<file path="config.mk">
export PLATFORM = sky130hd
export DESIGN_NAME = anms_ram
export DESIGN_NICKNAME = d
export VERILOG_FILES = /design/src/anms_ram.sv
export SDC_FILE = /design/constraint.sdc
export NUM_CORES = 1
export LEC_CHECK = 0
export ABC_AREA = 1
export BUFFER_PORTS_ARGS = -buffer_cell sky130_fd_sc_hd__buf_2
export CAP_MARGIN = 20
export CORE_UTILIZATION = 30
export DETAILED_ROUTE_END_ITERATION = 6
export HOLD_SLACK_MARGIN = 0.03
export PLACE_DENSITY = 0.43
export SYNTH_ARGS = -nofsm -noshare
export SYNTH_HDL_FRONTEND = slang
export SYNTH_SLANG_ARGS = --single-unit
</file>
<file path="constraint.sdc">
create_clock -name clk_i -period 4.16 [get_ports clk_i]
set_clock_uncertainty 0.1 [all_clocks]
set_input_delay 0.832 -clock clk_i [delete_from_list [all_inputs] [get_ports clk_i]]
set_output_delay 0.832 -clock clk_i [all_outputs]
set_load 0.05 [all_outputs]
</file>
<file path="src/anms_ram.sv">
`timescale 1ns / 1ps
// ----------------------------------------------------------------------------
// anms_ram
// Generic single write port, single read port RAM with registered read.
// ----------------------------------------------------------------------------
module anms_ram #(
  parameter int unsigned Width = 8,
  parameter int unsigned Depth = 64
) (
  input  logic                     clk_i,
  input  logic                     we_i,
  input  logic [$clog2(Depth)-1:0] waddr_i,
  input  logic [Width-1:0]         wdata_i,
  input  logic [$clog2(Depth)-1:0] raddr_i,
  output logic [Width-1:0]         rdata_o
);

  logic [Width-1:0] mem_q [Depth];
  logic [Width-1:0] rdata_q;

  always_ff @(posedge clk_i) begin
    if (we_i) begin
      mem_q[waddr_i] <= wdata_i;
    end
    rdata_q <= mem_q[raddr_i];
  end

  assign rdata_o = rdata_q;

endmodule

</file>
======== After elaboration in Yosys (flattened, before gate mapping) ========
Memories as Yosys holds them, arrays and structs flattened. A register that Yosys moved wholly into a read port is not among the register bits.
Cells that the tools add are included.
word-level totals
  flip-flop bits (word level) ............. 0
  bits in writable memories ............... 512
  input bits .............................. 22
  output and inout port bits .............. 8
  word-level logic and storage cells ...... 3
  memories kept ........................... 1
memory list
  name   words  width  read ports  clocked after memory_dff  wr ports  line  source
  mem_q  64     8      1           1                         1         18    logic [Width-1:0] mem_q [Depth];
cells by class
  mux-type cells .......................... 2
operator list
  operator          count
  1-bit 2-to-1 mux  2

======== Longest topological paths before layout ========
Gate-level depths: netlist of the first run.
  depth in word-level cells ............... 2
  gate-level depth with buffers ........... 12
  mapped depth without buffers ............ 9

======== Least setup slack after synthesis of the first run ========
No wires, ideal clock.
  path kind ............................... input-to-reg
  start ................................... input we_i
  end ..................................... memory mem_q[48][0], enable pin
  library setup time ...................... 0.395 ns
  arrival time ............................ 2.203 ns
  data required time ...................... 3.665 ns
  path slack .............................. 1.462 ns
  cell stages on the path ................. 3
  path buffers ............................ 1
  cells stage by stage .................... clkbuf_1 > nand4_1 > nor4_1
between the ends
  longest elaborated chain between the ends .. 2
RTL lines
  element                                 line  source
  start: declaration                      11    input logic we_i,
  1-bit 2-to-1 mux                        22    if (we_i) begin
  1-bit 2-to-1 mux (implied by the code)  23    mem_q[waddr_i] <= wdata_i;
  end: declaration                        18
Every way passes these cells.

==> flow_summary_export.csv, run 1 <==
group,metric,value,unit
run_status,status,"complete, no violations",
timing,rsz0062_at_grt,"false",
hold_path,hold_class,"in2reg",
synthesis,synth-compound-area-share,0,
power_and_ir_drop,power_frac_comb,0.064,
timing,post-route-period-util,0.6210,
critical_path,critPathSlowestCell,"inv_8",
floorplan,dieHeight,268.7,µm
synthesis,synth_fa_ha_area_frac,0,
synthesis,ys_warn_count,0,
timing,timing.setup.tns,0,ps
timing,maxSlewHeadroom,0.2683,
synthesis,synth_cell_types,16,
synthesis,seq_area_frac_synth,0.7280,
route,dr.pass1.iters,6,
clock_network,post_cts_buffers,0,
critical_path,path_cells,"clkbuf_8 > inv_8 > buf_4 > nand2_1 > nand3_1 > nand3_1 > nand2_1 > nand2_1 > nand3_1 > nand3_1 > nand2_1",
clock_network,root_buffer,"clkbuf_16",
timing,fin_crit,2583,ps
clock_network,cts_hold_buffers,0,
power_and_ir_drop,switching_power,2.625,mW
floorplan,io_pins,30,
layout,drive_above_1_share,0.1103,
clock_network,cts_made_buffers,57,
floorplan,row_count,97,
hold_path,hold_path_end,"rdata_o[0]",
power_and_ir_drop,power_density,468.2,mW/mm²
route,first_iter_violations,1143,
critical_path,regToRegSetupSlack,2680,ps
synthesis,syn_nets,1827,
clock_network,htreeDepth,2,
clock_network,cts_buffer_depth,3,
power_and_ir_drop,power.internal,8.855,mW
timing,worstMarginPinSlew,1097,ps
route,detail-route-antenna-nets,0,
synthesis,synth-seq-cells,520,
route,met1_length,28.43,mm
route,top_layer_used,"met5",
floorplan,fp.dieArea,0.07220,mm²
critical_path,path_max_fanout,123,
layout,layout_commonest_cell,"nand2_1",
timing,hold_viol_final,0,
job,cap_violations,0,
critical_path,cp.arrival,3040,ps
route,num_vias,13870,
floorplan,start_util,0.3042,
power_and_ir_drop,ir_worst_vdd,291.7,µV
power_and_ir_drop,power.clock.fraction,0.429,
synthesis,syn-cell-area,0.02134,mm²
floorplan,core,0.07015,mm²
clock_network,cts_tree,"built",
place,place_hpwl,36.77,mm
clock_network,clk_latency,610,ps
global_route,grt_overflow_total,0,
power_and_ir_drop,switching_share,0.2287,
clock_network,clkTransAtPathRegs,60,ps
power_and_ir_drop,p_seq_frac,0.507,
clock_network,cts_resized,0,
synthesis,synthSimpleGateAreaFrac,0.2318,
place,place.port_buffers,29,
critical_path,reg2reg_from,"mem_q[39][3]",
synthesis,synth_xor_area_frac,0,
layout,layout_common_cells,"nand2_1, edfxtp_1, nand3_1",
timing,fmax,387.1,MHz
critical_path,cp_slowest_stage_delay,640,ps
critical_path,worst-r2r-cell-count,8,
route,wl,61.58,mm
timing,setup_viol,0,
hold_path,worstHoldStart,"raddr_i[5]",
route,wl_met2,28.66,mm
synthesis,syn_avg_cell_area,11.82,µm²
critical_path,r2r_end,"rdata_o[3]",
critical_path,endpoint_kind,"flip-flop",
clock_network,numClockSinks,520,
route,vias_per_cell,4.828,
floorplan,dieWidth,268.7,µm
route,drc,0,
power_and_ir_drop,total_power,11.48,mW
global_route,grt_use_total,0.1725,
layout,final_nets,1907,
hold_path,hold_depth,3,
power_and_ir_drop,leakagePower,8.811,nW
critical_path,start_kind,"input pin",
place,place_congestion,0.7846,
synthesis,synth_top_family_by_area,"simple AND/OR/NAND/NOR gates",
critical_path,cp.required,4620,ps
route,met3WireLength,3.107,mm
layout,syn2layout_area_growth,14.90,%
global_route,grt_max_degree,124,
synthesis,syn_inst,1805,
critical_path,critPathKind,"in2reg",
global_route,grt_pass1_wl,91.27,mm
global_route,grt_antenna_before_repair,4,
synthesis,muxShareOfSynthArea,0,
global_route,grt_pass1_vias,13503,
timing,maxSlewViolCount,0,
route,wl_per_cell,21.44,µm
[power by group through the flow]
stage	registers, mW	clock network (mW)	logic, mW
finish	5.82	4.93	0.731
global placement	5.93	0	0.744
CTS	5.82	5.06	0.748
floorplan	5.96	0	0.408
global route	5.82	5.24	0.807
detailed placement	5.93	0	0.745
[Yosys cell counts]
library cell	n	area share
nand2_1	648	0.11
edfxtp_1	512	0.72
nand3_1	439	0.10
nor2_1	56	0.0099
buf_2	37	0.0087
buf_6	35	0.018
clkbuf_1	15	0.0026
buf_4	14	0.0049
buf_1	10	0.0018
inv_1	10	0.0018
nand4_1	9	0.0026
dfxtp_1	8	0.0075
nor4_1	8	0.0023
buf_8	2	0.0014
inv_2	1	0.00018
inv_6	1	0.00041
[per-layer routing]
metal,up-vias,global-route usage
li1,6522,-
met1,6932,0.2432
met2,328,0.2753
met3,86,0.02630
met4,2,0.04822
met5,-,0
[area by class of cell]
type	instances	area (µm²)
Antenna cell	2	5.005
Clock buffer	71	1521
Clock inverter	34	284.0
Fill cell	7029	45630
Inverter	12	57.56
Multi-Input combinational cell	1160	4946
Sequential cell	520	15530
Tap cell	940	1176
Timing Repair Buffer	134	994.7
[logic make-up after synthesis]
logic type,count (synthesis)
DFF,520
and+or+nand+nor,1160
buffers and inverters,125
[stage by stage]
stage                     setup slack, ps  hold WS [ps]  utilization  cell area (µm²)  std cells
after floorplan                      1462         621.7            -            21340       1805
final                                1577         461.6       0.3495            24520       2873
after global placement              965.2         739.9       0.3237            22710       2766
after CTS                            1624         421.9       0.3495            24510       2871
after detailed placement            963.8         734.3       0.3237            22710       2766
after global routing                 1428         451.1       0.3495            24510       2871
[critical path, delay by kind of cell]
family | cells | cell delay (ps)
simple gates | 8 | 810
buf+inv | 3 | 1270
[registers in the layout, indices dropped and copies added (netlist names)]
register,flops
mem_q,512
rdata_o,8
[worst max-delay path by stage]
stage	start	to	slack (ps)	cells past startpoint
floorplan	we_i	mem_q[48][0]	1460	3
global placement	raddr_i[1]	rdata_o[0]	970	10
detailed placement	raddr_i[1]	rdata_o[0]	960	10
CTS	raddr_i[1]	rdata_o[0]	1620	10
global route	raddr_i[0]	rdata_o[4]	1430	11
finish	raddr_i[0]	rdata_o[7]	1580	11
Power figures use the tool's default switching activity.
==> run 2, diff against run 1 <==
Settings changed: ABC_AREA 1 to 0, PLACE_DENSITY 0.43 to 0.44.
Clock period 4.16 ns to 2.13 ns, I/O delays scaled along.
==> run 2 against run 1 <==
Compared with the run above: the flow now finishes with violations (design-rule violations); die area fell by 5.5%; synthesized cell count is 48% lower; core utilization up 2.0 points.
==> flow_summary_export.csv, run 2 <==
group,metric,value,unit
run_status,status,"complete, but fails checks",
run_status,violations,"design-rule violations",
synthesis,seq_area_frac_synth,0.7703,
floorplan,core,0.06610,mm²
critical_path,start_kind,"flip-flop",
global_route,grt_overflow_total,0,
timing,rsz0062_at_grt,"false",
floorplan,dieWidth,261.3,µm
power_and_ir_drop,leakagePower,7.918,nW
clock_network,cts_hold_buffers,0,
critical_path,endpoint_kind,"flip-flop",
timing,maxSlewHeadroom,0.4596,
timing,timing.setup.tns,0,ps
route,num_vias,9925,
clock_network,cts_made_buffers,55,
global_route,use_met2,0.2421,
timing,fin_crit,2070,ps
clock_network,root_buffer,"clkbuf_16",
global_route,use_met3,0.03310,
synthesis,synth_area_leaders,"edfxtp_1, mux4_2, nor2_1, mux2i_1, dfxtp_1",
synthesis,syn_avg_cell_area,21.45,µm²
layout,syn2layout_area_growth,21.24,%
route,wl_per_cell,25.26,µm
place,place_inst,1964,
critical_path,critPathKind,"reg2reg",
timing,worstMarginPinSlew,810.7,ps
floorplan,start_util,0.3051,
floorplan,dieHeight,261.3,µm
synthesis,synth_ff_type,"edfxtp_1",
power_and_ir_drop,total_power,22.28,mW
synthesis,syn_nets,962,
global_route,grt_max_degree,65,
clock_network,clkTransAtPathRegs,60,ps
hold_path,hold_path_end,"mem_q[50][7]",
layout,final_cells,2059,
layout,nFillCells,6091,
layout,regArea,0.01553,mm²
layout,largest_reg_flops,512,
hold_path,hold_depth,1,
route,detail-route-antenna-nets,0,
route,first_iter_violations,860,
floorplan,row_count,94,
layout,final_nets,1178,
clock_network,cts_tree,"built",
synthesis,async_reset_ff_frac,0,
synthesis,synth_cell_types,40,
layout,multi_input_area,0.004343,mm²
critical_path,cp.arrival,2430,ps
synthesis,synth.most_common_cell,"edfxtp_1",
timing,fmax,483.0,MHz
clock_network,htreeDepth,2,
place,place_hpwl,33.57,mm
global_route,grt_pass1_vias,10346,
hold_path,worstHoldStart,"wdata_i[7]",
synthesis,ys_warn_count,0,
place,place_congestion,0.8082,
critical_path,reg2reg_from,"mem_q[29][4]",
synthesis,syn_inst,940,
place,place.port_buffers,29,
floorplan,fp.dieArea,0.06826,mm²
job,cap_violations,0,
synthesis,synth_largest_area_cell,"edfxtp_1",
clock_network,cts_buffer_depth,3,
layout,top_register,"mem_q",
timing,fin_ws,59.73,ps
timing,maxSlewViolCount,0,
global_route,grt_antenna_before_repair,2,
synthesis,synth_edf_count,512,
critical_path,cp.required,2490,ps
critical_path,path_cells,"mux4_2 > mux2_4 > o221a_2 > nor3_2 > buf_4 > o32ai_2",
layout,layout_common_cells,"edfxtp_1, buf_4, mux4_2",
critical_path,path_max_fanout,1,
layout,antennaDiodeCount,0,
timing,setup_viol,0,
timing,hold_viol_final,0,
global_route,grtUsageMet1,0.2217,
power_and_ir_drop,ir_worst_vdd,549.6,µV
clock_network,clk_latency,600,ps
clock_network,post_cts_buffers,0,
hold_path,hold_class,"in2reg",
layout,drive_above_1_share,0.3607,
critical_path,cp_slowest_stage_delay,490,ps
place,dp_slack,-646.1,ps
global_route,grt_use_total,0.1560,
critical_path,regToRegSetupSlack,60,ps
route,dr.pass1.iters,7,
critical_path,r2r_end,"rdata_o[4]",
timing,finalHoldWorstSlack,188.8,ps
route,drc,3,
synthesis,synth_common_cells,"edfxtp_1, mux4_2, nor2_1",
critical_path,worst-r2r-cell-count,6,
global_route,grt_pass1_wl,75.22,mm
synthesis,synth_top_cell_area_share,0.7624,
critical_path,critPathSlowestCell,"mux4_2",
route,vias_per_cell,4.820,
route,wl,52.01,mm
timing,post-route-period-util,0.9720,
power_and_ir_drop,power_density,911.1,mW/mm²
synthesis,synth-seq-cells,520,
clock_network,numClockSinks,520,
layout,layout_commonest_cell,"edfxtp_1",
floorplan,io_pins,30,
synthesis,syn-cell-area,0.02017,mm²
global_route,grt-busiest-layer,"met2",
run 2: cell count changes in the layout (fill, tap and decap cells not counted), moves of 8 or more:
cell,change
inv_1,-9
o22ai_1,+8
buf_4,+66
mux2i_1,+23
o221ai_1,+8
nand3_1,-426
nor2b_1,+14
nor2_1,+27
nand2_1,-629
mux4_2,+126
mux2_2,+12
buf_12,+11
run 2: critical path, delay by kind of cell, from the launching register on:
kind | cells | cell delay [ps]
AND/OR/NAND/NOR | 1 | 170
multiplexers | 2 | 770
AO/OA/AOI/OAI | 2 | 370
buffers and inverters | 1 | 170
flip-flops | 1 | 350
run 2: kinds of logic (layout without fill, tap and decap cells):
kind of cell / count (synthesis) / count (layout) / share of synthesized area
AO/OA/AOI/OAI: 54 / 54 / 0.02072
buffers and inverters: 51 / 306 / 0.01570
flip-flops: 520 / 520 / 0.7703
multiplexers: 162 / 162 / 0.1594
AND/OR/NAND/NOR: 153 / 153 / 0.03387
run 2: repair_timing:
item                                    CTS  global route
pin swaps                                 1             2
endpoints found under the setup margin    2             2
gates resized for setup                   3             2
run 2: where the power goes:
part           leakage (nW)  switching [mW]  internal [mW]
registers              4.67          0.0550           11.3
logic                  2.38           0.788          0.536
clock network         0.860            3.89           5.68
total                  7.92            4.73           17.5
run 2: final cells by class:
| cell class | instances | share of cell area |
|---|---|---|
| clock inverters | 30 | 0.01331 |
| clock buffers | 66 | 0.05972 |
| well taps | 864 | 0.04421 |
| multi-input cells | 369 | 0.1776 |
| flip-flops and latches | 520 | 0.6354 |
| repair buffers | 210 | 0.06975 |
run 2: worst max-delay path by stage:
stage | startpoint | to | slack [ps] | depth (start not counted)
after floorplan | raddr_i[0] | rdata_o[3] | 10 | 6
after global placement | raddr_i[0] | rdata_o[6] | -620 | 7
after detailed placement | raddr_i[0] | rdata_o[6] | -650 | 7
after CTS | mem_q[29][4] | rdata_o[4] | 0.8 | 6
after global routing | mem_q[21][4] | rdata_o[4] | 10 | 6
final | mem_q[29][4] | rdata_o[4] | 60 | 6
run 2: metal layers:
metal | vias up | wire, µm
li1 | 4352 | -
met1 | 5281 | 24100
met2 | 216 | 24160
met3 | 74 | 2774
met4 | 2 | 955
met5 | - | 13
run 2: per-stage QoR:
step                      utilization  area [µm²]
after global routing           0.3699       24450
after detailed placement       0.3426       22640
after floorplan                     -       20180
after CTS                      0.3698       24450
after global placement         0.3426       22640
final                          0.3699       24450
==> run 3, diff against run 2 <==
Settings changed: CORE_MARGIN set to 8, GPL_TIMING_DRIVEN set to 1, PLACE_DENSITY 0.44 to 0.5.
==> run 3 against run 2 <==
Compared with the run above: the run now ends clean; register-to-register slack improved by 30 ps; final area decreased by 0.26%; hold slack got worse by 57 ps; global-route usage decreased by 2.7 points; cell count decreased by 0.34%; die area increased by 11%; clock power increased by 4%; power increased by 1.5%; largest cell class unchanged; highest routed layer unchanged.
==> flow_summary_export.csv, run 3 (synthesis gave the netlist of run 2 again) <==
group,metric,value,unit
run_status,status,"complete, no violations",
critical_path,cp.required,2530,ps
clock_network,cts_hold_buffers,0,
critical_path,reg2reg_from,"mem_q[46][2]",
clock_network,post_cts_buffers,0,
clock_network,cts_made_buffers,55,
route,wl_per_cell,23.52,µm
timing,fmax,489.4,MHz
clock_network,cts_buffer_depth,3,
timing,setup_viol,0,
global_route,grt_overflow_total,0,
floorplan,row_count,95,
layout,antennaDiodeCount,0,
critical_path,worst-r2r-cell-count,5,
route,met1_length,22.19,mm
critical_path,path_max_fanout,1,
layout,layout_commonest_cell,"edfxtp_1",
global_route,grt_pass1_vias,10294,
layout,final_cells,2052,
place,dpl-instance-area,0.02246,mm²
timing,rsz0062_at_grt,"false",
hold_path,hold_depth,3,
power_and_ir_drop,leakagePower,7.879,nW
timing,maxSlewViolCount,0,
clock_network,htreeDepth,2,
timing,timing.setup.tns,0,ps
route,dr.pass1.iters,5,
critical_path,regToRegSetupSlack,90,ps
clock_network,clk_latency,610,ps
route,first_iter_violations,846,
route,num_vias,9765,
floorplan,dieWidth,275.3,µm
critical_path,start_kind,"flip-flop",
layout,top_register,"mem_q",
global_route,grt_max_degree,65,
hold_path,hold_path_end,"rdata_o[0]",
critical_path,cp.arrival,2440,ps
timing,post-route-period-util,0.9594,
layout,final_nets,1155,
hold_path,worstHoldStart,"raddr_i[5]",
route,top_layer_used,"met5",
floorplan,dieHeight,275.3,µm
layout,post-route-util,0.3644,
power_and_ir_drop,total_power,22.62,mW
route,wl_met2,22.97,mm
global_route,grt_antenna_before_repair,1,
layout,syn2layout_area_growth,20.92,%
job,cap_violations,0,
global_route,grt_use_total,0.1291,
timing,fin_ws,86.50,ps
route,wl,48.27,mm
route,detail-route-antenna-nets,0,
layout,layout_common_cells,"edfxtp_1, buf_4, mux4_2",
timing,hold_viol_final,0,
layout,largest_reg_flops,512,
floorplan,core,0.06692,mm²
power_and_ir_drop,power_density,927.4,mW/mm²
layout,fin_area,0.02439,mm²
timing,maxSlewHeadroom,0.4157,
place,place.port_buffers,29,
timing,finalHoldWorstSlack,131.9,ps
timing,fin_crit,2043,ps
place,dp_slack,-646.2,ps
route,drc,0,
route,vias_per_cell,4.759,
clock_network,root_buffer,"clkbuf_16",
place,place_hpwl,30.47,mm
hold_path,hold_class,"in2reg",
critical_path,critPathKind,"reg2reg",
place,place_congestion,0.7679,
global_route,grt_pass1_wl,71.57,mm
power_and_ir_drop,ir_worst_vdd,572.9,µV
critical_path,endpoint_kind,"flip-flop",
timing,worstMarginPinSlew,876.4,ps
floorplan,start_util,0.3014,
clock_network,numClockSinks,520,
floorplan,io_pins,30,
critical_path,r2r_end,"rdata_o[2]",
floorplan,fp.dieArea,0.07578,mm²
route,met3WireLength,1.979,mm
clock_network,cts_tree,"built",
layout,drive_above_1_share,0.3461,
place,place_inst,1949,
clock_network,clkTransAtPathRegs,60,ps
## run 3: how the worst max path moves through the flow
stage | start | to | slack [ps] | depth (start not counted)
5_1_grt | mem_q[46][2] | rdata_o[2] | 20 | 5
4_1_cts | mem_q[29][4] | rdata_o[4] | 20 | 6
3_5_place_dp | raddr_i[0] | rdata_o[4] | -650 | 7
6_report | mem_q[46][2] | rdata_o[2] | 90 | 5
3_3_place_gp | raddr_i[0] | rdata_o[4] | -590 | 7
2_1_floorplan | raddr_i[0] | rdata_o[3] | 10 | 6
## run 3: cell type report
class                      count  area, µm²
clock buffer                  61       1441
clock inverter                42      464.2
fill                        6166      42530
multi-input combinational    369       4333
sequential                   520      15530
tap                          873       1092
timing repair buffer         187       1520
## run 3: worst max-delay path, stage by stage, from the launching register on
cell and delay [ps]:
edfxtp_1 360, mux4_2 510, mux2_2 310, a221oi_1 420, buf_4 190, o2bb2ai_1 60
## run 3: power breakdown
part           switching [mW]  total (mW)  internal, mW
sequential             0.0395        11.4          11.3
combinational           0.750        1.25         0.500
clock                    3.93        10.0          6.07
total                    4.72        22.6          17.9
## run 3: per-layer routing
layer	vias up	GRT usage
met5	-	0
met4	2	0.03609
met3	73	0.02347
met2	180	0.2051
met1	5189	0.1811
li1	4321	-
## run 3: timing repair
action	in CTS	in global routing
pin swaps	0	1
endpoints found under the setup margin	1	2
gates resized for setup	2	1
