## src/anms_pkg.sv

```systemverilog
`timescale 1ns / 1ps
// ----------------------------------------------------------------------------
// anms_pkg
// Shared types and constants for the per-class adaptive NMS block.
// ----------------------------------------------------------------------------
package anms_pkg;

  localparam int unsigned ProdW   = 85;  // widest product: union * limit
  localparam int unsigned McandW  = 68;
  localparam int unsigned MplierW = 34;
  localparam int unsigned GeoW    = 35;  // signed corner arithmetic
  localparam int unsigned ExtW    = 33;  // extent magnitude

  localparam logic [16:0] IouLimitRst = 17'd32768;
  localparam logic [16:0] EtaOne      = 17'd65536;
  localparam logic [16:0] HalfQ16     = 17'd32768;
  localparam int unsigned PixOne      = 65536;
  localparam int unsigned ResultCap   = 64;

  typedef struct packed {
    logic [15:0] score;
    logic [31:0] bottom;
    logic [31:0] right;
    logic [31:0] top;
    logic [31:0] left;
  } box_t;

  typedef struct packed {
    logic               start;
    logic [McandW-1:0]  mcand;
    logic [MplierW-1:0] mplier;
  } mul_req_t;

  typedef struct packed {
    logic             done;
    logic [ProdW-1:0] product;
  } mul_rsp_t;

  typedef enum logic [2:0] {
    REG_IOU_LIMIT  = 3'd0,
    REG_SCORE_FLOOR = 3'd1,
    REG_DECAY_ETA  = 3'd2,
    REG_TOP_K      = 3'd3,
    REG_NORMALIZED = 3'd4
  } cfg_reg_e;

  typedef enum logic [4:0] {
    S_IDLE,
    S_RANK_RD_I,
    S_RANK_LAT_I,
    S_RANK_RD_J,
    S_RANK_CMP,
    S_RANK_WR,
    S_NMS_RD_SORT,
    S_NMS_RD_A,
    S_NMS_LAT_A,
    S_PAIR_RD_K,
    S_PAIR_RD_B,
    S_PAIR_LAT_B,
    S_GEOM,
    S_MUL_I,
    S_MUL_A,
    S_MUL_B,
    S_MUL_R,
    S_PAIR_NEXT,
    S_DECIDE,
    S_OUT_START,
    S_OUT_RD_K,
    S_OUT_RD_B,
    S_OUT_EMIT
  } state_e;

endpackage

```

## src/anms_mul.sv

```systemverilog
`timescale 1ns / 1ps
// ----------------------------------------------------------------------------
// anms_mul
// Shared shift-add multiplier, one multiplier bit per cycle.
// ----------------------------------------------------------------------------
module anms_mul (
  input  logic                clk_i,
  input  logic                rst_ni,
  input  anms_pkg::mul_req_t  req_i,
  output anms_pkg::mul_rsp_t  rsp_o
);
  import anms_pkg::*;

  logic               busy_q;
  logic [ProdW-1:0]   mc_q;
  logic [MplierW-1:0] mp_q;
  logic [ProdW-1:0]   acc_q;

  always_ff @(posedge clk_i or negedge rst_ni) begin
    if (!rst_ni) begin
      busy_q <= 1'b0;
    end else if (req_i.start) begin
      busy_q <= 1'b1;
    end else if (busy_q && (mp_q == '0)) begin
      busy_q <= 1'b0;
    end
  end

  always_ff @(posedge clk_i) begin
    if (req_i.start) begin
      mc_q  <= ProdW'(req_i.mcand);
      mp_q  <= req_i.mplier;
      acc_q <= '0;
    end else if (busy_q && (mp_q != '0)) begin
      if (mp_q[0]) begin
        acc_q <= acc_q + mc_q;
      end
      mc_q <= mc_q << 1;
      mp_q <= mp_q >> 1;
    end
  end

  assign rsp_o.done    = busy_q && (mp_q == '0);
  assign rsp_o.product = acc_q;

endmodule

```

## config.mk

```make
export PLATFORM = sky130hd
export DESIGN_NAME = anms_mul
export DESIGN_NICKNAME = d
export VERILOG_FILES = /design/src/anms_pkg.sv /design/src/anms_mul.sv
export SDC_FILE = /design/constraint.sdc
export NUM_CORES = 1
export LEC_CHECK = 0
export BUFFER_PORTS_ARGS = -buffer_cell sky130_fd_sc_hd__buf_2
export CAP_MARGIN = 20
export CORE_UTILIZATION = 45
export DETAILED_ROUTE_END_ITERATION = 7
export PLACE_DENSITY = 0.72
export SLEW_MARGIN = 20
export SYNTH_ARGS = -nofsm -noshare
export SYNTH_HDL_FRONTEND = slang
export SYNTH_SLANG_ARGS = --single-unit
```

## constraint.sdc

```tcl
create_clock -name clk_i -period 7.4 [get_ports clk_i]
set_input_delay 0.37 -clock clk_i [delete_from_list [all_inputs] [get_ports clk_i]]
set_output_delay 0.37 -clock clk_i [all_outputs]
set_load 0.01 [all_outputs]
```

# Word level (Yosys, flattened, before mapping)
# Cells that the tools add are included.
# W data, S select, Z words.
# op_classes
addsub,1
mux,6
n_reduce_logical,7
# op_table
op,n
$mux W68,2
$add A85 B85 Y85,1
$mux W34,2
$logic_not A34 Y1,1
$reduce_bool A34 Y1,1
$reduce_bool A2 Y1,2
$logic_and A1 B1 Y1,2
$mux W1,2
$reduce_and A2 Y1,1
# word_totals
register_bits,205
out_inout_bits,86
word_cells,19

# Longest topological paths before layout
# Gate-level depths: netlist (run 1).
# depth
depth_word,4
mapped_depth,13
depth_no_buf,13

# Least setup slack after synthesis (run 1)
# Ideal clock, no wire load.
# synth_timing
path_type,register -> register
from,reg mp_q[25]
to,"reg mc_q[0], enable pin"
setup_time_ns,0.938
arrival_ns,3.544
t_required_ns,6.462
path_slack_ns,2.918
stages_incl_launch_ff,7
n_path_buf,2
path_cell_list,edfxtp_1 -> or4_1 -> nor4_1 -> nand2b_1 -> clkbuf_1 -> clkbuf_1 -> nand2_1
# synth_via
elab_chain_cells,3
# synth_lines
item,line_no,text
from (decl),anms_mul.sv:16,logic [MplierW-1:0] mp_q;
from (signal assigned),anms_mul.sv:32,mp_q <= req_i.mplier;
from (signal assigned),anms_mul.sv:39,mp_q <= mp_q >> 1;
$reduce_bool A34 Y1,anms_mul.sv:34,end else if (busy_q && (mp_q != '0)) begin
$logic_and A1 B1 Y1,anms_mul.sv:34,
$reduce_bool A2 Y1 (no source line),n/a,
to (signal assigned),anms_mul.sv:31,mc_q <= ProdW'(req_i.mcand);
to (signal assigned),anms_mul.sv:38,mc_q <= mc_q << 1;
to (decl),anms_mul.sv:15,logic [ProdW-1:0] mc_q;
# No other way between the ends.
# A chain may end at the register's enable or synchronous reset.

# Worst setup path after layout (run 1)
# layout_timing
from,reg mp_q[26]
to,reg acc_q[82]
# layout_via
elab_chain_cells,3
# layout_lines
item,line_no,text
$reduce_bool A34 Y1,anms_mul.sv:34,
$logic_and A1 B1 Y1,anms_mul.sv:34,
$reduce_and A2 Y1 (no source line),n/a,
to (signal assigned),anms_mul.sv:36,acc_q <= acc_q + mc_q;
to (decl),anms_mul.sv:17,logic [ProdW-1:0] acc_q;
# No other way between the ends.

==> flow_summary.toml, run 1 <==
[sta]
rsz0062_at_grt = "no"
tightest_slew_margin_relative_to_the_limit_pct = 38.5
fin_worst_skew_ns = 0.0108
fin_hold_ws_ns = 0.137
min_period_over_period_pct = 57.3
number_of_failing_hold_endpoints_at_the_final_stage = 0
finalSetupViolCount = 0
worst-slew-pin-transition_ns = 0.923
period_needed_ns = 4.24
post_route_setup_tns_ns = 0
slew_violations = 0
fin_ws_ns = 3.16
fmax_mhz = 236

[floorplan]
die_area_mm2 = 0.0299
io_pins = 191
placement_rows = 62
die_x_um = 173
fp.dieH_um = 173
effective_utilization_at_floorplan_pct = 45.8
core_region_area_mm2 = 0.0287

[place]
detailedPlacementHpwl_um = 25100
post_placement_cell_count = 1965
placedInstanceArea_mm2 = 0.0143
io_buffers = 190
gp_congestion = 0.879
place_ws_ns = 3.09

[global_routing]
pin_count_of_the_biggest_net_entering_global_routing = 97
first_global_vias = 10800
globalRoute.totalOverflow = 0
wire_length_of_the_first_global_routing_pass_um = 55300
antenna_found_initial = 0
overall_global_routing_usage_pct = 22.4

[yosys]
syn-cell-area_mm2 = 0.0131
async_reset_ff_share_pct = 0.488
synth-compound-area-share_pct = 19.3
muxShareOfSynthArea_pct = 8.80
largest_family_of_logic_cells_by_synthesized_area = "compound AO/OA/AOI/OAI gates"
largest_cells_by_area_after_synthesis = "sky130_fd_sc_hd__edfxtp_1 (23%), sky130_fd_sc_hd__dfxtp_1 (16%), sky130_fd_sc_hd__mux2_2 (8.7%), sky130_fd_sc_hd__ha_1 (8.0%), sky130_fd_sc_hd__a21oi_1 (7.8%)"
post_synth_fa_ha_maj_area_fraction_pct = 8.15
synth_fp_nets = 1661
seq_area_frac_synth_pct = 39.0
syn_avg_cell_area_um2 = 8.94
synth_simple_gate_area_share_pct = 16.9
synth_xor_xnor_area_share_pct = 4.73
yosys_warnings = 0
synthDominantCellAreaShare_pct = 23.3
post_synth_inst_count = 1471
synth_enable_flop_cells = 102
post_synth_num_cell_types = 73
synth_top_flop_cell = "sky130_fd_sc_hd__edfxtp_1"
top_cells_by_instance_count_after_synthesis = "sky130_fd_sc_hd__nand2_1 (261), sky130_fd_sc_hd__a21oi_1 (205), sky130_fd_sc_hd__dfxtp_1 (102), sky130_fd_sc_hd__edfxtp_1 (102), sky130_fd_sc_hd__mux2_2 (101)"
synth.ff_latch_count = 205
yosysTopAreaCell = "sky130_fd_sc_hd__edfxtp_1"
synthMostInstantiatedCell = "sky130_fd_sc_hd__nand2_1"

[power_and_ir_drop]
switching_share_pct = 35.1
internal_power_component_mw = 2.70
power.sequential.fraction_pct = 35.2
total_leakage_power_nw = 6.46
post-layout-total-power_mw = 4.16
pwr-share-comb_pct = 36.0
power_switching_mw = 1.46
power_frac_clock_pct = 28.8
ir_drop_mv = 0.188
pwr_density_cell_mw_per_mm2 = 275

[clock_network]
clock_latency_ns = 0.52
numClockSinks = 205
clkSlewWorstSetupHoldPaths_ns = 0.06
cts.path.max_buffers = 3
cts-buffers-inserted = 22
root_buffer_cell = "sky130_fd_sc_hd__clkbuf_16"
cts_setup_buffers = 0
clock_tree.htree_level_count = 1
cts_tree = "done"

[detailed_routing]
wl_met3_um = 1720
drc = 0
topRoutingLayerUsed = "met4"
route.final.wire_length_um = 33600
routedLengthMet1_um = 15800
met2_length_um = 15200
count_of_antenna_violating_nets_left_after_detailed_routing = 0
drt_iter0_drc = 729
via_count = 11200
firstDrtPassIters = 5
viasPerCell = 5.56
route.detailed.wl_per_inst_um = 16.8

[worst_setup_path]
critical_path_arrival_ns = 4.64
endpoint = "acc_q[82]"
r2r_end = "acc_q[82]"
setup.worst_path.start_class = "flip-flop"
data_required_time_at_the_worst_endpoint_ns = 7.80
path_class = "reg -> reg"
r2r.worst_path.cells = 10
startpoint = "mp_q[26]"
r2r_setup_slack_ns = 3.16
critical_path_peak_fanout = 83
critical_path.endpoint_type = "flip-flop"
worstReg2RegStart = "mp_q[26]"

[final_layout]
final_layout_size_suffix_gt1_share_pct = 21.8
layout-area-overhead-vs-synth_pct = 15.1
finish.net_count = 1797
area.sequential_mm2 = 0.00513
final_core_occ_pct = 52.7
final_cell_count_no_fill = 2007
multi_input_area_mm2 = 0.00764
antenna_cells_inserted = 0
fillers = 2713
final_area_mm2 = 0.0151

[job]
drv_cap = 0

[status]
run_status = "completed"

[worst_hold_path]
hold_class = "in -> reg"
min_from = "req_i[34]"
==> worst min-delay path by stage <==
stage | to | slack [ns] | cells past startpoint
floorplan | busy_q | 0.07 | 0
global placement | busy_q | 0.15 | 1
detailed placement | busy_q | 0.15 | 1
CTS | mc_q[0] | 0.13 | 2
global route | mc_q[0] | 0.13 | 2
finish | mc_q[0] | 0.14 | 2
==> cell usage in the layout (no fill, tap or decap), types with 15 or more instances in the layout <==
cell type                   count
sky130_fd_sc_hd__xnor2_1       48
sky130_fd_sc_hd__edfxtp_1     102
sky130_fd_sc_hd__xor2_1        23
sky130_fd_sc_hd__inv_1         19
sky130_fd_sc_hd__ha_1          84
sky130_fd_sc_hd__o21a_1        15
sky130_fd_sc_hd__nand2_1      259
sky130_fd_sc_hd__buf_2        189
sky130_fd_sc_hd__a21o_1        44
sky130_fd_sc_hd__clkbuf_16     23
sky130_fd_sc_hd__o21bai_1      18
sky130_fd_sc_hd__nand4_1       39
sky130_fd_sc_hd__nand3_1       24
sky130_fd_sc_hd__mux2_2       101
sky130_fd_sc_hd__o21ai_0       62
sky130_fd_sc_hd__nor2_1        73
sky130_fd_sc_hd__a21oi_1      205
sky130_fd_sc_hd__dfxtp_1      102
==> critical path, cell delays in order (launching register included) <==
cell and delay [ns]:
sky130_fd_sc_hd__edfxtp_1 0.39, sky130_fd_sc_hd__nor4_1 0.32, sky130_fd_sc_hd__and4_1 0.24, sky130_fd_sc_hd__nand4_1 0.14, sky130_fd_sc_hd__nor4_1 0.27, sky130_fd_sc_hd__nand2b_1 0.64, sky130_fd_sc_hd__clkinv_1 0.67, sky130_fd_sc_hd__and2_2 0.41
sky130_fd_sc_hd__buf_4 0.39, sky130_fd_sc_hd__and4_1 0.35, sky130_fd_sc_hd__a211o_1 0.28
==> registers in the layout, summed over array words and instances (netlist names) <==
name	count
acc_q	85
busy_q	1
mc_q	85
mp_q	34
==> per-layer routing <==
layer	vias to the layer above	GRT usage, %
li1	5634	-
met1	5180	30.5
met2	294	36.3
met3	57	3.67
met4	0	6.82
met5	-	0
==> logic make-up (layout without fill, tap and decap cells) <==
kind of cell	after synthesis	in the layout
adders and majority gates	85	85
and+or+nand+nor	490	490
DFF	205	205
muxes	103	103
AOI/OAI and AO/OA	413	413
buffers and inverters	104	256
xor gates and xnor gates	71	71
==> power groups by stage <==
stage	registers, mW	logic (mW)	clock network [mW]
6_report	1.47	1.50	1.20
5_1_grt	1.49	1.67	1.27
4_1_cts	1.47	1.49	1.23
3_5_place_dp	1.49	1.47	0
3_3_place_gp	1.48	1.46	0
2_1_floorplan	1.49	1.07	0
==> cell type report <==
class	instances	share of cell area (%)
clock buffer	26	3.88
tap	384	3.18
clock inverter	14	1.31
timing repair buffer	196	6.77
multi-input combinational	1162	50.5
sequential	205	33.9
inverter	20	0.496
==> repair_timing <==
item | in CTS | in global routing
endpoints found under the setup margin | 0 | 0
hold buffers | 1 | 0
gates resized for setup | 0 | 0
hold endpoints to repair | 1 | 0
Power figures use the tool's default switching activity.
==> run 2: changes to the inputs <==
Clock period 7.4 ns to 4.15 ns, I/O delays scaled along.
==> run 2 against run 1 <==
Combinational power grew 85%; fmax increased by 11%; cell area is 7.2% higher; wire length is 5.4% higher; sequential share of layout area down 2.3 points; hold slack got worse by 0.13 ns; clock power grew 92%; final cell count up 5.2%; clock-buffer cell count up 7; flip-flop and latch count unchanged; via count is 5.3% higher; non-clock buffer count increased by 100; critical path type unchanged; largest power group unchanged.
==> flow_summary.toml, run 2 (synthesized netlist as in run 1, its figures left out) <==
[worst_hold_path]
hold_class = "in -> reg"

[worst_setup_path]
timing.critical_path.slowest_cell_delay_ns = 0.42
critPathTopFamily = "compound AO/OA/AOI/OAI gates"
startpoint = "mc_q[0]"
endpoint = "acc_q[84]"
critical_path_peak_fanout = 3
critical_path.endpoint_type = "flip-flop"
worstSetupPathDepth = 14
cp_slowest_cell = "sky130_fd_sc_hd__fa_1"
crit_top_cell = "sky130_fd_sc_hd__o21ai_0"
r2r_end = "acc_q[84]"
path_class = "reg -> reg"
cp.buffers_inverters = 1
worstReg2RegStart = "mc_q[0]"
data_required_time_at_the_worst_endpoint_ns = 4.55
r2r_setup_slack_ns = 0.34
critical_path_arrival_ns = 4.22
r2r.worst_path.cells = 14
timing.critical_path.cells = "ha_1 > fa_1 > a211oi_1 > o211a_1 > a211oi_2 > o21a_1 > o21ai_0 > buf_4 > o21ai_0 > a22o_1 > o211ai_1 > a21boi_0 > nor3_1 > mux2_2"
setup.worst_path.start_class = "flip-flop"

[sta]
finalSetupViolCount = 0
fmax_mhz = 262
fin_hold_ws_ns = 0.00936
fin_ws_ns = 0.338
worst-slew-pin-transition_ns = 0.963
slew_violations = 0
fin_worst_skew_ns = 0.0112
min_period_over_period_pct = 91.9
rsz0062_at_grt = "no"
post_route_setup_tns_ns = 0
period_needed_ns = 3.81
number_of_failing_hold_endpoints_at_the_final_stage = 0
tightest_slew_margin_relative_to_the_limit_pct = 35.8

[place]
place_ws_ns = 0.377
detailedPlacementHpwl_um = 25400
post_placement_cell_count = 1972
io_buffers = 190
gp_congestion = 0.903
placedInstanceArea_mm2 = 0.0144

[final_layout]
final_common_cell = "sky130_fd_sc_hd__nand2_1"
most_frequent_cells_in_the_layout = "sky130_fd_sc_hd__nand2_1 (259), sky130_fd_sc_hd__a21oi_1 (205), sky130_fd_sc_hd__buf_2 (189)"
finish.net_count = 1899
fillers = 2609
antenna_cells_inserted = 0
layout-area-overhead-vs-synth_pct = 23.4
final_cell_count_no_fill = 2111
final_core_occ_pct = 56.5
reg.largest.list = "acc_q (85), mc_q (85), mp_q (34)"
final_layout_size_suffix_gt1_share_pct = 21.1
final_area_mm2 = 0.0162

[detailed_routing]
route.detailed.wl_per_inst_um = 16.8
drt_iter0_drc = 809
drc = 0
viasPerCell = 5.57
firstDrtPassIters = 5
count_of_antenna_violating_nets_left_after_detailed_routing = 0
route.final.wire_length_um = 35400
via_count = 11800

[power_and_ir_drop]
pwr_density_cell_mw_per_mm2 = 474
total_leakage_power_nw = 6.94
post-layout-total-power_mw = 7.69
ir_drop_mv = 0.372

[clock_network]
clkSlewWorstSetupHoldPaths_ns = 0.06
numClockSinks = 205
cts_tree = "done"
cts-buffers-inserted = 24
root_buffer_cell = "sky130_fd_sc_hd__clkbuf_16"
cts_setup_buffers = 0
clock_tree.htree_level_count = 1
cts.path.max_buffers = 3
clock_latency_ns = 0.52

[global_routing]
pin_count_of_the_biggest_net_entering_global_routing = 152
first_global_vias = 11400
antenna_found_initial = 0
globalRoute.totalOverflow = 0
overall_global_routing_usage_pct = 23.4
wire_length_of_the_first_global_routing_pass_um = 58300

[floorplan]
die_x_um = 173
io_pins = 191
placement_rows = 62
core_region_area_mm2 = 0.0287
effective_utilization_at_floorplan_pct = 45.8
die_area_mm2 = 0.0299
fp.dieH_um = 173

[status]
run_status = "completed"

[job]
drv_cap = 0
run 2: cell types whose count changed in the layout (fill, tap and decap cells not counted):
cell,change
sky130_fd_sc_hd__dlygate4sd3_1,+94
sky130_fd_sc_hd__clkbuf_8,+3
sky130_fd_sc_hd__clkbuf_16,+2
sky130_fd_sc_hd__clkinv_2,+1
sky130_fd_sc_hd__buf_4,+4
sky130_fd_sc_hd__clkbuf_1,+2
sky130_fd_sc_hd__buf_12,+3
sky130_fd_sc_hd__clkinvlp_4,-2
sky130_fd_sc_hd__buf_16,-1
sky130_fd_sc_hd__clkinv_1,-2
run 2: how the worst min path moves through the flow:
stage                    from        to  slack, ns  cells past startpoint
finish              req_i[97]  mc_q[63]      0.009                      2
global route        req_i[16]  mp_q[16]      0.002                      2
CTS                 req_i[97]  mc_q[63]     0.0008                      2
detailed placement     rst_ni    busy_q      -0.01                      1
global placement       rst_ni    busy_q      -0.01                      1
floorplan              rst_ni    busy_q      -0.09                      0
run 2: final cells by class:
class	count	area, µm²	share of cell area, %
Sequential cell	205	5130	31.6
Timing Repair Buffer	296	2030	12.5
Inverter	20	75.1	0.463
Clock buffer	33	686	4.23
Tap cell	384	480	2.96
Multi-Input combinational cell	1162	7640	47.1
Clock inverter	11	180	1.11
run 2: report_power, final:
part           internal [mW]  switching (mW)
Clock                   1.46           0.842
Combinational           1.16            1.62
Sequential              2.41           0.202
Total                   5.03            2.66
run 2: routing by layer:
layer / vias up / GRT usage, % / part of all wire [%]
met1: 5521 / 32.0 / 46
met3: 50 / 3.96 / 5.9
met2: 340 / 38.8 / 46
met5: - / 0 / 0
li1: 5843 / - / -
met4: 0 / 5.05 / 1.8
run 2: what timing repair did:
item                                    in CTS  in global routing
resized for setup                            0                  0
hold buffers                                95                  0
endpoints found under the setup margin       0                  0
hold endpoints to repair                    94                  0
==> run 3: changes to the inputs <==
Settings changed: CORE_ASPECT_RATIO set to 1.4.
==> run 3 against run 2 <==
Setup slack gained 0.041 ns; sequential power barely moved; die area barely moved; clock-buffer cell count shrank 1; via count is 1.2% higher; clock skew grew 0.013 ns; critical path depth stayed put; final cell count fell by 0.33%; highest routed layer unchanged.
==> flow_summary.toml, run 3 (synthesized netlist as in run 1, its figures left out) <==
[worst_hold_path]
min_from = "req_i[67]"
hold_class = "in -> reg"

[final_layout]
fillers = 2560
multi_input_area_mm2 = 0.00764
most_frequent_cells_in_the_layout = "sky130_fd_sc_hd__nand2_1 (259), sky130_fd_sc_hd__a21oi_1 (205), sky130_fd_sc_hd__buf_2 (189)"
area.sequential_mm2 = 0.00513
final_area_mm2 = 0.0161
final_layout_size_suffix_gt1_share_pct = 21.1
final_cell_count_no_fill = 2104
antenna_cells_inserted = 0
reg.largest.list = "acc_q (85), mc_q (85), mp_q (34)"
finish.net_count = 1902
layout-area-overhead-vs-synth_pct = 22.6
final_core_occ_pct = 56.4
final_common_cell = "sky130_fd_sc_hd__nand2_1"

[detailed_routing]
count_of_antenna_violating_nets_left_after_detailed_routing = 0
viasPerCell = 5.65
firstDrtPassIters = 5
via_count = 11900
drc = 0
route.detailed.wl_per_inst_um = 17.5
route.final.wire_length_um = 36800
drt_iter0_drc = 634

[sta]
worst-slew-pin-transition_ns = 0.948
fin_hold_ws_ns = 0.0114
fin_worst_skew_ns = 0.0246
number_of_failing_hold_endpoints_at_the_final_stage = 0
fmax_mhz = 265
finalSetupViolCount = 0
period_needed_ns = 3.77
rsz0062_at_grt = "no"
slew_violations = 0
tightest_slew_margin_relative_to_the_limit_pct = 36.8
fin_ws_ns = 0.379
min_period_over_period_pct = 90.9
post_route_setup_tns_ns = 0

[place]
place_ws_ns = 0.405
placedInstanceArea_mm2 = 0.0144
post_placement_cell_count = 1965
gp_congestion = 0.912
detailedPlacementHpwl_um = 26900
io_buffers = 190

[global_routing]
globalRoute.totalOverflow = 0
antenna_found_initial = 0
pin_count_of_the_biggest_net_entering_global_routing = 77
first_global_vias = 11800
wire_length_of_the_first_global_routing_pass_um = 58500
overall_global_routing_usage_pct = 24.2

[clock_network]
cts.path.max_buffers = 3
cts_repair_resize_count = 0
root_buffer_cell = "sky130_fd_sc_hd__clkbuf_16"
numClockSinks = 205
clock_tree.htree_level_count = 1
clkSlewWorstSetupHoldPaths_ns = 0.06
clock_latency_ns = 0.53
cts_tree = "done"
cts-buffers-inserted = 23
cts_setup_buffers = 0

[power_and_ir_drop]
post-layout-total-power_mw = 7.46
internal_power_component_mw = 4.79
pwr_density_cell_mw_per_mm2 = 463
total_leakage_power_nw = 6.90
power_switching_mw = 2.68
power_frac_clock_pct = 27.7
pwr-share-comb_pct = 37.3
power.sequential.fraction_pct = 35.1
switching_share_pct = 35.9
ir_drop_mv = 0.323

[floorplan]
fp.dieH_um = 204
die_x_um = 146
effective_utilization_at_floorplan_pct = 46.0
core_region_area_mm2 = 0.0286
io_pins = 191
die_area_mm2 = 0.0299
placement_rows = 73

[worst_setup_path]
startpoint = "mc_q[0]"
timing.critical_path.cells = "ha_1 > fa_1 > a211oi_1 > o211a_1 > a211oi_2 > o21a_1 > o21ai_0 > buf_4 > o21ai_0 > a22o_1 > o211ai_1 > a21boi_0 > nor3_1 > mux2_2"
critical_path_arrival_ns = 4.20
cp_slowest_cell = "sky130_fd_sc_hd__fa_1"
data_required_time_at_the_worst_endpoint_ns = 4.58
critical_path.endpoint_type = "flip-flop"
critPathTopFamily = "compound AO/OA/AOI/OAI gates"
cp.buffers_inverters = 1
timing.critical_path.slowest_cell_delay_ns = 0.43
setup.worst_path.start_class = "flip-flop"
worstReg2RegStart = "mc_q[0]"
critical_path_peak_fanout = 3
crit_top_cell = "sky130_fd_sc_hd__o21ai_0"
path_class = "reg -> reg"

[job]
drv_cap = 0

[status]
run_status = "completed"
[run 3: changes by cell type in the layout (fill, tap and decap cells not counted), sizes merged]
cell and delta:
dlygate4sd3 +2, clkbuf -1, buf +2, inv +2, bufinv -3
[run 3: cell type report]
class	count	share of cell area, %
timing repair buffer	300	12.7
clock inverter	10	0.691
tap	375	2.91
inverter	20	0.466
sequential	205	31.8
multi-input combinational	1162	47.4
clock buffer	32	4.03
[run 3: worst register-to-register path, cell delays in order (launching register included)]
cell	delay, ns
sky130_fd_sc_hd__edfxtp_1	0.40
sky130_fd_sc_hd__ha_1	0.23
sky130_fd_sc_hd__fa_1	0.43
sky130_fd_sc_hd__a211oi_1	0.38
sky130_fd_sc_hd__o211a_1	0.20
sky130_fd_sc_hd__a211oi_2	0.06
sky130_fd_sc_hd__o21a_1	0.26
sky130_fd_sc_hd__o21ai_0	0.19
sky130_fd_sc_hd__buf_4	0.15
sky130_fd_sc_hd__o21ai_0	0.17
sky130_fd_sc_hd__a22o_1	0.32
sky130_fd_sc_hd__o211ai_1	0.23
sky130_fd_sc_hd__a21boi_0	0.13
sky130_fd_sc_hd__nor3_1	0.21
sky130_fd_sc_hd__mux2_2	0.35
[run 3: path summary, 6_finish.rpt]
check,endpoint,slack [ns],cells after the start
worst max-delay path,acc_q[84],0.38,14
worst min-delay path,mc_q[33],0.01,2
worst max register to register,acc_q[84],0.38,14
worst min register to register,acc_q[10],0.47,2
max in group asynchronous,busy_q,3.52,3
min in group asynchronous,busy_q,0.53,3
[run 3: power groups by stage]
| stage | registers (mW) | logic (mW) | clock network [mW] |
|---|---|---|---|
| 2_1_floorplan | 2.67 | 1.91 | 0 |
| 3_3_place_gp | 2.64 | 2.66 | 0 |
| 3_5_place_dp | 2.66 | 2.67 | 0 |
| 4_1_cts | 2.62 | 2.76 | 2.11 |
| 5_1_grt | 2.65 | 3.06 | 2.17 |
| 6_report | 2.62 | 2.78 | 2.07 |
[run 3: what timing repair did]
item,4_1_cts,5_1_grt
endpoints found under the hold margin,96,0
hold buffers,97,0
setup endpoints to repair,0,0
[run 3: metal layers]
metal	track usage, %	share of wire, %
met1	27.1	40
met2	45.5	52
met3	2.83	4.3
met4	11.0	3.8
met5	0	0
